===== src/hw/rtl/sspc_pkg.sv =====
`default_nettype none

package sspc_pkg;

   // defaults for the top level parameters
   localparam int MAX_DIGITS_DEF = 4;
   localparam int FRAME_GAP_DEF  = 25;

   localparam int PIXEL_MAX    = 32;
   localparam int DIGIT_PIXELS = 7;
   localparam int PROG_ONE     = 256;

   // air quality color map
   localparam int AQ_MAX        = 99;
   localparam int AQ_RED_KNEE   = 20;
   localparam int AQ_GREEN_KNEE = 40;
   localparam int AQ_BLUE_KNEE  = 15;

   // x / 10 == (x * DIV10_RECIP) >> DIV10_SHIFT for x below 81920
   localparam int DIV10_RECIP = 52429;
   localparam int DIV10_SHIFT = 19;

   // progress divider: elapsed (16 bits) scaled by 256
   localparam int DIV_WIDTH = 24;

   // command codes
   localparam logic [1:0] CMD_TICK   = 2'd0;
   localparam logic [1:0] CMD_NUMBER = 2'd1;
   localparam logic [1:0] CMD_COLOR  = 2'd2;
   localparam logic [1:0] CMD_AQ     = 2'd3;

   // register indexes
   localparam logic [1:0] CSR_DIGIT_COUNT   = 2'd0;
   localparam logic [1:0] CSR_PADDING_COUNT = 2'd1;
   localparam logic [1:0] CSR_FADE_MS       = 2'd2;

   localparam logic [2:0]  DIGIT_COUNT_RST   = 3'd4;
   localparam logic [2:0]  PADDING_COUNT_RST = 3'd0;
   localparam logic [15:0] FADE_MS_RST       = 16'd1000;

   typedef struct packed {
      logic load;
      logic now_inc;
      logic aq_map;
      logic color_put;
      logic num_put;
      logic digit_div;
      logic digit_put;
      logic frame_start;
      logic blend;
      logic pix_emit;
   } sspc_cmd_type;

   typedef struct packed {
      logic [1:0] cmd;
      logic       num_same;
      logic       num_pos;
      logic       digit_done;
      logic       frame_due;
      logic       div_busy;
      logic       div_done;
      logic       pix_none;
      logic       pix_last;
      logic       out_free;
   } sspc_status_type;

   // segment pattern per decimal digit, bit 0 is the first pixel of the digit
   function automatic logic [6:0] seg_of(input logic [3:0] digit);
      logic [6:0] seg;
      case (digit)
         4'd0: seg = 7'b1110111;
         4'd1: seg = 7'b0100100;
         4'd2: seg = 7'b1011101;
         4'd3: seg = 7'b1101101;
         4'd4: seg = 7'b0101110;
         4'd5: seg = 7'b1101011;
         4'd6: seg = 7'b1111011;
         4'd7: seg = 7'b0100101;
         4'd8: seg = 7'b1111111;
         4'd9: seg = 7'b1101111;
         default: seg = 7'b0000000;
      endcase
      return seg;
   endfunction

endpackage

`default_nettype wire


===== src/hw/rtl/sspc_div.sv =====
`default_nettype none

// restoring divider, one quotient bit per cycle
module sspc_div (
   input  wire logic                           clock,
   input  wire logic                           reset,
   input  wire logic                           start,
   input  wire logic [sspc_pkg::DIV_WIDTH-1:0] dividend,
   input  wire logic [15:0]                    divisor,
   output logic      [sspc_pkg::DIV_WIDTH-1:0] quotient,
   output logic                                busy,
   output logic                                done
);

   localparam int W   = sspc_pkg::DIV_WIDTH;
   localparam int CW  = $clog2(W + 1);

   logic [W-1:0]  work_ff, work_in;
   logic [15:0]   rem_ff, rem_in;
   logic [CW-1:0] cnt_ff, cnt_in;
   logic          busy_ff, busy_in;
   logic          done_ff, done_in;
   logic [16:0]   shifted;
   logic [17:0]   trial;
   logic          ge;

   assign shifted = {rem_ff, work_ff[W-1]};
   assign trial   = {1'b0, shifted} - {2'b00, divisor};
   assign ge      = ~trial[17];

   always_comb begin
      work_in = work_ff;
      rem_in  = rem_ff;
      cnt_in  = cnt_ff;
      busy_in = busy_ff;
      done_in = 1'b0;
      if (start) begin
         work_in = dividend;
         rem_in  = '0;
         cnt_in  = CW'(W);
         busy_in = 1'b1;
      end else if (busy_ff) begin
         rem_in  = ge ? trial[15:0] : shifted[15:0];
         work_in = {work_ff[W-2:0], ge};
         cnt_in  = cnt_ff - CW'(1);
         if (cnt_ff == CW'(1)) begin
            busy_in = 1'b0;
            done_in = 1'b1;
         end
      end
   end

   always_ff @(posedge clock) begin
      if (reset) begin
         busy_ff <= 1'b0;
         done_ff <= 1'b0;
         cnt_ff  <= '0;
      end else begin
         busy_ff <= busy_in;
         done_ff <= done_in;
         cnt_ff  <= cnt_in;
      end
   end

   always_ff @(posedge clock) begin
      work_ff <= work_in;
      rem_ff  <= rem_in;
   end

   assign quotient = work_ff;
   assign busy     = busy_ff;
   assign done     = done_ff;

endmodule

`default_nettype wire


===== src/hw/rtl/sspc_dp.sv =====
`default_nettype none

module sspc_dp #(
   parameter int MAX_DIGITS   = sspc_pkg::MAX_DIGITS_DEF,
   parameter int FRAME_GAP_MS = sspc_pkg::FRAME_GAP_DEF
) (
   input  wire logic                   clock,
   input  wire logic                   reset,
   input  wire logic                   csr_we,
   input  wire logic [1:0]             csr_index,
   input  wire logic [15:0]            csr_wdata,
   input  wire logic [1:0]             req_cmd,
   input  wire logic signed [15:0]     req_number,
   input  wire logic [7:0]             req_red_in,
   input  wire logic [7:0]             req_green_in,
   input  wire logic [7:0]             req_blue_in,
   input  wire logic                   rsp_stall,
   output logic                        rsp_valid,
   output logic [4:0]                  rsp_pixel_index,
   output logic [7:0]                  rsp_red_out,
   output logic [7:0]                  rsp_green_out,
   output logic [7:0]                  rsp_blue_out,
   output logic                        rsp_last,
   input  wire sspc_pkg::sspc_cmd_type cmd,
   output sspc_pkg::sspc_status_type   status
);

   localparam logic [2:0]  EFF_MAX = 3'(MAX_DIGITS);
   localparam logic [31:0] GAP     = 32'(FRAME_GAP_MS);

   // configuration
   logic [2:0]  digit_count_ff, digit_count_in;
   logic [2:0]  padding_count_ff, padding_count_in;
   logic [15:0] fade_ms_ff, fade_ms_in;

   // captured item
   logic [1:0]  cmd_ff, cmd_in;
   logic [15:0] number_ff, number_in;
   logic [7:0]  red_ff, red_in;
   logic [7:0]  green_ff, green_in;
   logic [7:0]  blue_ff, blue_in;

   // display state
   logic [31:0] now_ms_ff, now_ms_in;
   logic [31:0] frame_ms_ff, frame_ms_in;
   logic [31:0] fade_start_ff, fade_start_in;
   logic [15:0] shown_ff, shown_in;
   logic [31:0] new_mask_ff, new_mask_in;
   logic [31:0] old_mask_ff, old_mask_in;
   logic [23:0] new_color_ff, new_color_in;
   logic [23:0] old_color_ff, old_color_in;

   // digit walk
   logic [14:0] t_ff, t_in;
   logic [14:0] quo_ff, quo_in;
   logic [2:0]  k_ff, k_in;
   logic [4:0]  pos_ff, pos_in;

   // frame
   logic [8:0]  p_ff, p_in;
   logic [15:0] blend_r_ff, blend_r_in;
   logic [15:0] blend_g_ff, blend_g_in;
   logic [15:0] blend_b_ff, blend_b_in;
   logic [4:0]  pix_ff, pix_in;

   // output register
   logic        rsp_valid_ff, rsp_valid_in;
   logic [4:0]  rsp_index_ff, rsp_index_in;
   logic [7:0]  rsp_red_ff, rsp_red_in;
   logic [7:0]  rsp_green_ff, rsp_green_in;
   logic [7:0]  rsp_blue_ff, rsp_blue_in;
   logic        rsp_last_ff, rsp_last_in;

   logic [2:0]  eff_dc;
   logic [2:0]  dcm1;
   logic [5:0]  dig_off;
   logic [4:0]  pos_init;
   logic [31:0] pad_mask;
   logic [5:0]  pix_sum;
   logic [5:0]  pix_total;
   logic [4:0]  last_idx;
   logic [31:0] elapsed;
   logic [31:0] since_frame;
   logic [sspc_pkg::DIV_WIDTH-1:0] div_quo;
   logic        div_busy;
   logic        div_done;
   logic        out_free;
   logic        num_same;
   logic        num_pos;

   logic [30:0] recip_prod;
   logic [14:0] quo_x10;
   logic [3:0]  digit_rem;
   logic [41:0] seg_shift;

   logic [6:0]  aq_num;
   logic [7:0]  aq_red;
   logic [7:0]  aq_green;
   logic [7:0]  aq_blue;
   logic [23:0] color_req;

   logic [8:0]  p_cur;
   logic [8:0]  inv_p;
   logic        in_old;
   logic        in_new;
   logic [8:0]  dim;
   logic [24:0] prod_r;
   logic [24:0] prod_g;
   logic [24:0] prod_b;

   assign eff_dc   = (digit_count_ff > EFF_MAX) ? EFF_MAX : digit_count_ff;
   assign dcm1     = eff_dc - 3'd1;
   assign dig_off  = 6'(dcm1) * 6'(sspc_pkg::DIGIT_PIXELS);
   // units digit sits in the last digit slot; unused when there are no digits
   assign pos_init = {2'b00, padding_count_ff} + dig_off[4:0];

   always_comb begin
      for (int i = 0; i < sspc_pkg::PIXEL_MAX; i++) begin
         pad_mask[i] = (i < int'(padding_count_ff));
      end
   end

   assign pix_sum   = 6'(eff_dc) * 6'(sspc_pkg::DIGIT_PIXELS) + {3'b000, padding_count_ff};
   assign pix_total = (pix_sum > 6'(sspc_pkg::PIXEL_MAX)) ? 6'(sspc_pkg::PIXEL_MAX) : pix_sum;
   assign last_idx  = 5'(pix_total - 6'd1);

   assign elapsed     = now_ms_ff - fade_start_ff;
   assign since_frame = now_ms_ff - frame_ms_ff;

   assign out_free = ~rsp_valid_ff | ~rsp_stall;
   assign num_same = (number_ff == shown_ff);
   assign num_pos  = ~number_ff[15] & (number_ff != 16'd0);

   sspc_div u_div (
      .clock    (clock),
      .reset    (reset),
      .start    (cmd.frame_start),
      .dividend ({elapsed[15:0], 8'h00}),
      .divisor  (fade_ms_ff),
      .quotient (div_quo),
      .busy     (div_busy),
      .done     (div_done)
   );

   // digit extraction
   assign recip_prod = {16'h0000, t_ff} * 31'(sspc_pkg::DIV10_RECIP);
   assign quo_x10    = (quo_ff << 3) + (quo_ff << 1);
   assign digit_rem  = 4'(t_ff - quo_x10);
   assign seg_shift  = {35'h0, sspc_pkg::seg_of(digit_rem)} << pos_ff;

   // air quality map
   always_comb begin
      if (number_ff[15]) begin
         aq_num = 7'd0;
      end else if (number_ff > 16'(sspc_pkg::AQ_MAX)) begin
         aq_num = 7'(sspc_pkg::AQ_MAX);
      end else begin
         aq_num = number_ff[6:0];
      end
      aq_red   = (aq_num > 7'(sspc_pkg::AQ_RED_KNEE)) ?
                 8'((aq_num - 7'(sspc_pkg::AQ_RED_KNEE)) >> 1) : 8'd0;
      aq_green = (aq_num < 7'(sspc_pkg::AQ_GREEN_KNEE)) ?
                 8'(7'(sspc_pkg::AQ_GREEN_KNEE) - aq_num) : 8'd0;
      aq_blue  = (aq_num <= 7'(sspc_pkg::AQ_BLUE_KNEE)) ?
                 8'(7'(sspc_pkg::AQ_BLUE_KNEE) - aq_num) : 8'd0;
   end

   assign color_req = {red_ff, green_ff, blue_ff};

   // progress saturates at 1.0; also covers a zero fade time
   assign p_cur = (div_quo > sspc_pkg::DIV_WIDTH'(sspc_pkg::PROG_ONE)) ?
                  9'(sspc_pkg::PROG_ONE) : div_quo[8:0];
   assign inv_p = 9'(sspc_pkg::PROG_ONE) - p_ff;

   assign in_old = old_mask_ff[pix_ff];
   assign in_new = new_mask_ff[pix_ff];

   always_comb begin
      if (in_old && in_new) begin
         dim = 9'(sspc_pkg::PROG_ONE);
      end else if (in_new) begin
         dim = p_ff;
      end else if (in_old) begin
         dim = inv_p;
      end else begin
         dim = 9'd0;
      end
   end

   assign prod_r = {9'h000, blend_r_ff} * {16'h0000, dim};
   assign prod_g = {9'h000, blend_g_ff} * {16'h0000, dim};
   assign prod_b = {9'h000, blend_b_ff} * {16'h0000, dim};

   always_comb begin
      digit_count_in   = digit_count_ff;
      padding_count_in = padding_count_ff;
      fade_ms_in       = fade_ms_ff;
      cmd_in           = cmd_ff;
      number_in        = number_ff;
      red_in           = red_ff;
      green_in         = green_ff;
      blue_in          = blue_ff;
      now_ms_in        = now_ms_ff;
      frame_ms_in      = frame_ms_ff;
      fade_start_in    = fade_start_ff;
      shown_in         = shown_ff;
      new_mask_in      = new_mask_ff;
      old_mask_in      = old_mask_ff;
      new_color_in     = new_color_ff;
      old_color_in     = old_color_ff;
      t_in             = t_ff;
      quo_in           = quo_ff;
      k_in             = k_ff;
      pos_in           = pos_ff;
      p_in             = p_ff;
      blend_r_in       = blend_r_ff;
      blend_g_in       = blend_g_ff;
      blend_b_in       = blend_b_ff;
      pix_in           = pix_ff;
      rsp_valid_in     = rsp_valid_ff & rsp_stall;
      rsp_index_in     = rsp_index_ff;
      rsp_red_in       = rsp_red_ff;
      rsp_green_in     = rsp_green_ff;
      rsp_blue_in      = rsp_blue_ff;
      rsp_last_in      = rsp_last_ff;

      if (csr_we) begin
         case (csr_index)
            sspc_pkg::CSR_DIGIT_COUNT:   digit_count_in   = csr_wdata[2:0];
            sspc_pkg::CSR_PADDING_COUNT: padding_count_in = csr_wdata[2:0];
            sspc_pkg::CSR_FADE_MS:       fade_ms_in       = csr_wdata;
            default: ;
         endcase
      end

      if (cmd.load) begin
         cmd_in    = req_cmd;
         number_in = req_number;
         red_in    = req_red_in;
         green_in  = req_green_in;
         blue_in   = req_blue_in;
      end

      if (cmd.now_inc) begin
         now_ms_in = now_ms_ff + 32'd1;
      end

      if (cmd.aq_map) begin
         number_in = {9'h000, aq_num};
         red_in    = aq_red;
         green_in  = aq_green;
         blue_in   = aq_blue;
      end

      if (cmd.color_put && (color_req != new_color_ff)) begin
         old_color_in  = new_color_ff;
         new_color_in  = color_req;
         fade_start_in = now_ms_ff;
      end

      if (cmd.num_put && !num_same) begin
         shown_in    = number_ff;
         old_mask_in = new_mask_ff;
         new_mask_in = '0;
         if (num_pos) begin
            new_mask_in   = pad_mask;
            t_in          = number_ff[14:0];
            k_in          = 3'd0;
            pos_in        = pos_init;
            fade_start_in = now_ms_ff;
         end
      end

      if (cmd.digit_div) begin
         quo_in = 15'(recip_prod >> sspc_pkg::DIV10_SHIFT);
      end

      if (cmd.digit_put) begin
         new_mask_in = new_mask_ff | seg_shift[31:0];
         t_in        = quo_ff;
         k_in        = k_ff + 3'd1;
         pos_in      = pos_ff - 5'(sspc_pkg::DIGIT_PIXELS);
      end

      if (cmd.frame_start) begin
         frame_ms_in = now_ms_ff;
      end

      if (cmd.blend) begin
         p_in       = p_cur;
         pix_in     = 5'd0;
         blend_r_in = 16'(({9'h000, old_color_ff[23:16]} * {8'h00, 9'(9'(sspc_pkg::PROG_ONE) - p_cur)})
                      + ({9'h000, new_color_ff[23:16]} * {8'h00, p_cur}));
         blend_g_in = 16'(({9'h000, old_color_ff[15:8]} * {8'h00, 9'(9'(sspc_pkg::PROG_ONE) - p_cur)})
                      + ({9'h000, new_color_ff[15:8]} * {8'h00, p_cur}));
         blend_b_in = 16'(({9'h000, old_color_ff[7:0]} * {8'h00, 9'(9'(sspc_pkg::PROG_ONE) - p_cur)})
                      + ({9'h000, new_color_ff[7:0]} * {8'h00, p_cur}));
      end

      if (cmd.pix_emit) begin
         rsp_valid_in = 1'b1;
         rsp_index_in = pix_ff;
         rsp_red_in   = prod_r[23:16];
         rsp_green_in = prod_g[23:16];
         rsp_blue_in  = prod_b[23:16];
         rsp_last_in  = (pix_ff == last_idx);
         pix_in       = pix_ff + 5'd1;
      end
   end

   always_ff @(posedge clock) begin
      if (reset) begin
         digit_count_ff   <= sspc_pkg::DIGIT_COUNT_RST;
         padding_count_ff <= sspc_pkg::PADDING_COUNT_RST;
         fade_ms_ff       <= sspc_pkg::FADE_MS_RST;
         now_ms_ff        <= '0;
         frame_ms_ff      <= '0;
         fade_start_ff    <= '0;
         shown_ff         <= '0;
         new_mask_ff      <= '0;
         old_mask_ff      <= '0;
         new_color_ff     <= '0;
         old_color_ff     <= '0;
         pix_ff           <= '0;
         rsp_valid_ff     <= 1'b0;
      end else begin
         digit_count_ff   <= digit_count_in;
         padding_count_ff <= padding_count_in;
         fade_ms_ff       <= fade_ms_in;
         now_ms_ff        <= now_ms_in;
         frame_ms_ff      <= frame_ms_in;
         fade_start_ff    <= fade_start_in;
         shown_ff         <= shown_in;
         new_mask_ff      <= new_mask_in;
         old_mask_ff      <= old_mask_in;
         new_color_ff     <= new_color_in;
         old_color_ff     <= old_color_in;
         pix_ff           <= pix_in;
         rsp_valid_ff     <= rsp_valid_in;
      end
   end

   always_ff @(posedge clock) begin
      cmd_ff       <= cmd_in;
      number_ff    <= number_in;
      red_ff       <= red_in;
      green_ff     <= green_in;
      blue_ff      <= blue_in;
      t_ff         <= t_in;
      quo_ff       <= quo_in;
      k_ff         <= k_in;
      pos_ff       <= pos_in;
      p_ff         <= p_in;
      blend_r_ff   <= blend_r_in;
      blend_g_ff   <= blend_g_in;
      blend_b_ff   <= blend_b_in;
      rsp_index_ff <= rsp_index_in;
      rsp_red_ff   <= rsp_red_in;
      rsp_green_ff <= rsp_green_in;
      rsp_blue_ff  <= rsp_blue_in;
      rsp_last_ff  <= rsp_last_in;
   end

   always_comb begin
      status            = '0;
      status.cmd        = cmd_ff;
      status.num_same   = num_same;
      status.num_pos    = num_pos;
      status.digit_done = (t_ff == 15'd0) || (k_ff == eff_dc);
      status.frame_due  = (since_frame > GAP) && (elapsed <= {16'h0000, fade_ms_ff});
      status.div_busy   = div_busy;
      status.div_done   = div_done;
      status.pix_none   = (pix_total == 6'd0);
      status.pix_last   = (pix_ff == last_idx);
      status.out_free   = out_free;
   end

   assign rsp_valid       = rsp_valid_ff;
   assign rsp_pixel_index = rsp_index_ff;
   assign rsp_red_out     = rsp_red_ff;
   assign rsp_green_out   = rsp_green_ff;
   assign rsp_blue_out    = rsp_blue_ff;
   assign rsp_last        = rsp_last_ff;

endmodule

`default_nettype wire


===== src/hw/rtl/sspc_ctrl.sv =====
`default_nettype none

module sspc_ctrl (
   input  wire logic                      clock,
   input  wire logic                      reset,
   input  wire logic                      req_valid,
   output logic                           req_stall,
   input  wire sspc_pkg::sspc_status_type status,
   output sspc_pkg::sspc_cmd_type         cmd
);

   typedef enum logic [3:0] {
      S_IDLE,
      S_DECODE,
      S_COLOR,
      S_NUMBER,
      S_DIGIT_DIV,
      S_DIGIT_PUT,
      S_CHECK,
      S_DIV,
      S_BLEND,
      S_PIXEL
   } state_type;

   state_type state_ff, state_in;
   logic      req_stall_ff;

   always_comb begin
      cmd      = '0;
      state_in = state_ff;
      case (state_ff)
         S_IDLE: begin
            if (req_valid) begin
               cmd.load = 1'b1;
               state_in = S_DECODE;
            end
         end
         S_DECODE: begin
            case (status.cmd)
               sspc_pkg::CMD_TICK: begin
                  cmd.now_inc = 1'b1;
                  state_in    = S_CHECK;
               end
               sspc_pkg::CMD_NUMBER: state_in = S_NUMBER;
               sspc_pkg::CMD_COLOR:  state_in = S_COLOR;
               sspc_pkg::CMD_AQ: begin
                  cmd.aq_map = 1'b1;
                  state_in   = S_COLOR;
               end
               default: state_in = S_IDLE;
            endcase
         end
         S_COLOR: begin
            cmd.color_put = 1'b1;
            // air quality sets the number right after the color
            state_in = (status.cmd == sspc_pkg::CMD_AQ) ? S_NUMBER : S_IDLE;
         end
         S_NUMBER: begin
            cmd.num_put = 1'b1;
            state_in    = (!status.num_same && status.num_pos) ? S_DIGIT_DIV : S_IDLE;
         end
         S_DIGIT_DIV: begin
            if (status.digit_done) begin
               state_in = S_IDLE;
            end else begin
               cmd.digit_div = 1'b1;
               state_in      = S_DIGIT_PUT;
            end
         end
         S_DIGIT_PUT: begin
            cmd.digit_put = 1'b1;
            state_in      = S_DIGIT_DIV;
         end
         S_CHECK: begin
            if (status.frame_due) begin
               cmd.frame_start = 1'b1;
               state_in        = S_DIV;
            end else begin
               state_in = S_IDLE;
            end
         end
         S_DIV: begin
            if (status.div_done) begin
               state_in = S_BLEND;
            end
         end
         S_BLEND: begin
            cmd.blend = 1'b1;
            state_in  = status.pix_none ? S_IDLE : S_PIXEL;
         end
         S_PIXEL: begin
            if (status.out_free) begin
               cmd.pix_emit = 1'b1;
               if (status.pix_last) begin
                  state_in = S_IDLE;
               end
            end
         end
         default: state_in = S_IDLE;
      endcase
   end

   always_ff @(posedge clock) begin
      if (reset) begin
         state_ff     <= S_IDLE;
         req_stall_ff <= 1'b0;
      end else begin
         state_ff     <= state_in;
         req_stall_ff <= (state_in != S_IDLE);
      end
   end

   assign req_stall = req_stall_ff;

endmodule

`default_nettype wire


===== src/hw/rtl/seven_segment_pixel_crossfade_unit.sv =====
// A tick with no frame due, a color item, or a zero, negative or unchanged number ends at its
// update; a new positive number then places each digit, and an air-quality item maps its color
// first. A frame tick runs the bit-serial progress divider, blends, then emits the pixels in
// order (up to 32), pausing on rsp_stall. One item at a time; output is registered, so the next
// item is taken while the last pixel waits. Reset: digit_count 4, padding 0, fade_ms 1000;
// times, shown number, masks, colors and pixel index 0; rsp_valid low; the rest is not reset.
`default_nettype none

module seven_segment_pixel_crossfade_unit #(
   parameter int MAX_DIGITS   = sspc_pkg::MAX_DIGITS_DEF,
   parameter int FRAME_GAP_MS = sspc_pkg::FRAME_GAP_DEF
) (
   input  wire logic               clock,
   input  wire logic               reset,
   input  wire logic               csr_we,
   input  wire logic [1:0]         csr_index,
   input  wire logic [15:0]        csr_wdata,
   input  wire logic               req_valid,
   output logic                    req_stall,
   input  wire logic [1:0]         req_cmd,
   input  wire logic signed [15:0] req_number,
   input  wire logic [7:0]         req_red_in,
   input  wire logic [7:0]         req_green_in,
   input  wire logic [7:0]         req_blue_in,
   output logic                    rsp_valid,
   input  wire logic               rsp_stall,
   output logic [4:0]              rsp_pixel_index,
   output logic [7:0]              rsp_red_out,
   output logic [7:0]              rsp_green_out,
   output logic [7:0]              rsp_blue_out,
   output logic                    rsp_last
);

   sspc_pkg::sspc_cmd_type    cmd;
   sspc_pkg::sspc_status_type status;

   sspc_ctrl u_ctrl (
      .clock     (clock),
      .reset     (reset),
      .req_valid (req_valid),
      .req_stall (req_stall),
      .status    (status),
      .cmd       (cmd)
   );

   sspc_dp #(
      .MAX_DIGITS   (MAX_DIGITS),
      .FRAME_GAP_MS (FRAME_GAP_MS)
   ) u_dp (
      .clock           (clock),
      .reset           (reset),
      .csr_we          (csr_we),
      .csr_index       (csr_index),
      .csr_wdata       (csr_wdata),
      .req_cmd         (req_cmd),
      .req_number      (req_number),
      .req_red_in      (req_red_in),
      .req_green_in    (req_green_in),
      .req_blue_in     (req_blue_in),
      .rsp_stall       (rsp_stall),
      .rsp_valid       (rsp_valid),
      .rsp_pixel_index (rsp_pixel_index),
      .rsp_red_out     (rsp_red_out),
      .rsp_green_out   (rsp_green_out),
      .rsp_blue_out    (rsp_blue_out),
      .rsp_last        (rsp_last),
      .cmd             (cmd),
      .status          (status)
   );

   // one item at a time: an accepted item closes the input
   a_busy_after_accept: assert property (@(posedge clock) disable iff (reset)
      req_valid && !req_stall |=> req_stall)
      else $error("input open right after an accepted item");

   a_emit_needs_room: assert property (@(posedge clock) disable iff (reset)
      cmd.pix_emit |-> status.out_free)
      else $error("pixel written over a pending item");

   a_div_idle_on_start: assert property (@(posedge clock) disable iff (reset)
      cmd.frame_start |-> !status.div_busy)
      else $error("progress divider restarted while busy");

   a_valid_from_emit: assert property (@(posedge clock) disable iff (reset)
      $rose(rsp_valid) |-> $past(cmd.pix_emit))
      else $error("result valid without a pixel emit");

endmodule

`default_nettype wire

===== config.mk =====
export PLATFORM = sky130hd
export DESIGN_NAME = seven_segment_pixel_crossfade_unit
export DESIGN_NICKNAME = d
export VERILOG_FILES = /design/src/hw/rtl/sspc_pkg.sv /design/src/hw/rtl/sspc_div.sv /design/src/hw/rtl/sspc_dp.sv /design/src/hw/rtl/sspc_ctrl.sv /design/src/hw/rtl/seven_segment_pixel_crossfade_unit.sv
export SDC_FILE = /design/constraint.sdc
export NUM_CORES = 2
export LEC_CHECK = 0
export ABC_AREA = 1
export BUFFER_PORTS_ARGS = -buffer_cell sky130_fd_sc_hd__buf_2
export CAP_MARGIN = 0
export CORE_MARGIN = 10
export CORE_UTILIZATION = 55
export CTS_CLUSTER_SIZE = 14
export DETAILED_ROUTE_END_ITERATION = 12
export PLACE_DENSITY = 0.75
export SKIP_LAST_GASP = 1
export SYNTH_ARGS = -nofsm -noshare
export SYNTH_HDL_FRONTEND = slang
export SYNTH_HIERARCHICAL = 1
export SYNTH_SLANG_ARGS = --single-unit

===== constraint.sdc =====
create_clock -name clock -period 15.7 [get_ports clock]
set_clock_uncertainty 0.2 [all_clocks]
set_input_delay 1.57 -clock clock [delete_from_list [all_inputs] [get_ports clock]]
set_output_delay 1.57 -clock clock [all_outputs]
set_load 0.02 [all_outputs]

==> out/metrics.csv <==
metric,value,unit
outcome,"finished, final reports clean",
first-pass GRT wire length,228700,um
CP max stage cell,nor2_1,
Pwr Total,3.747,mW
post-DR vias/cell,5.451,
GRT overflow,0,
clk slew on worst S/H paths,0.06,ns
Min-Delay Path Class,register to register,
routability congestion estimate from global placement,0.9509,
Post-CTS Hold Fix Bufs,0,
final-report hold violation count,0,
DP Wirelength,108700,um
"Buf+Inv Stages, Crit Path",9,
Hold WS,0.2572,ns
"Largest stage delay, worst path",0.73,ns
Power Density,64.09,nW/um2
switching power total,1.274,mW
max-cap violation count,0,
Sw Share,0.3401,
RSZ-0062 raised after global routing,false,
crit-path leading delay family,adder cells,
WP data required,15.89,ns
# IOs,97,
Mapped Cells,6986,
Synth Cell Area,55100,um2
Setup TNS,0,ns
clk_lat worst skew,0.67,ns
1st-iter DRT viols,3764,
antenna-violating nets left,0,
most frequent cells in the layout,"nand2_1 (1369), inv_1 (1342), nor2_1 (706)",
Tightest Pin Transition,1.130,ns
Int Pwr,2.472,mW
WS Path Type,register to register,
Die Area,113200,um2
"wirelength, routed",138800,um
Layout Nets,8265,
clock buffer count from CTS,54,
CTS resizes,0,
postcts setup bufs,0,
fmax,0.1051,GHz
leakage power,29.38,nW
Synth-to-Final Area Change,6.104,%
CP dominant cell by count,inv_1,
Final setup viols,0,
Routed wire per std cell,16.70,um
H-Tree Depth,2,
CTS Root Buffer Type,clkbuf_16,
critical path data arrival time,9.70,ns
crit end category,register,
crit path time final,9.515,ns
drt first pass iters,6,
Comb pwr share,0.275,
crit share post-route,0.6060,
antenna diode count,0,
CP Max Fanout,16,
Rows,116,
GRT Overall Usage,0.2454,
# DRC,0,
Die H,336.5,um
average cell area after synthesis,7.887,um2
initial antenna violation count,0,
Initial Util,0.5526,
vias in the first global route,45131,
DR vias,45302,
Syn. warnings,6,
Core Box Area,99710,um2
largest net degree at the start of global routing,105,
Clk pwr share,0.356,
Pins Over Slew Limit,0,
ratio of cells with drive above 1 in the final layout,0.04349,
TritonCTS clock tree,built,
Peak VDD IR,0.1088,mV
PortBufs,96,
die width,336.5,um
Slew HR,0.2460,
Longest Clk Path Bufs,3,
Clock Sinks,468,
"commonest non-fill, non-tap cell in the layout",nand2_1,
Startpoint Class,register,
Layout Utilization,0.5863,
part of the power in registers,0.369,
flip-flops by register name, indices dropped and copies added (netlist names), 24 cells and up:
register             flops
u_dp/old_color_ff       24
u_dp/now_ms_ff          32
u_dp/fade_start_ff      32
u_dp/new_mask_ff        32
u_dp/old_mask_ff        32
u_dp/frame_ms_ff        32
u_dp/u_div/quotient     24
u_dp/new_color_ff       24
power by group through the flow:
stage	logic (mW)	clock network [mW]	registers, mW
after CTS	1.02	1.36	1.38
final	1.03	1.33	1.38
after global placement	0.990	0	1.40
after global routing	1.18	1.41	1.39
after detailed placement	1.01	0	1.40
after floorplan	0.765	0	1.38
per-stage QoR:
step           setup slack, ns  std cells  area [um2]
5_1_grt                  5.530       8311       58460
6_report                 6.185       8311       58460
2_1_floorplan            8.211       6993       55130
3_5_place_dp             6.482       8210       56610
3_3_place_gp             6.581       8210       56610
4_1_cts                  6.377       8311       58460
worst paths after layout:
path	from	end	slack [ns]	cells after the start
worst max-delay path	u_dp/u_div/quotient[17]	u_dp/blend_b_ff[14]	6.19	37
worst min-delay path	u_dp/fade_start_ff[18]	u_dp/fade_start_ff[18]	0.26	2
worst max register to register	u_dp/u_div/quotient[17]	u_dp/blend_b_ff[14]	6.19	37
worst min register to register	u_dp/fade_start_ff[18]	u_dp/fade_start_ff[18]	0.26	2
area by class of cell:
type / instances / area [um2]
fill: 8936 / 41250
multi-input combinational: 4929 / 37880
sequential: 468 / 11160
inverter: 1383 / 5196
tap: 1298 / 1624
clock buffer: 71 / 1465
timing repair buffer: 132 / 750.7
clock inverter: 30 / 391.6
worst register-to-register path: cells and delay by family (launching register included):
family | cells | cell delay, ns
fa+ha+maj | 8 | 3.75
xor+xnor | 1 | 0.07
buf+inv | 9 | 1.46
simple gates | 14 | 2.65
flops | 1 | 0.41
compound gates | 5 | 0.69
metal layers:
metal | GRT usage | share of wire | vias up
li1 | - | - | 21703
met1 | 0.3291 | 0.43 | 21597
met2 | 0.3971 | 0.46 | 1722
met3 | 0.04466 | 0.080 | 280
met4 | 0.08486 | 0.035 | 0
met5 | 0 | 0 | -
Power figures use the tool's default switching activity.
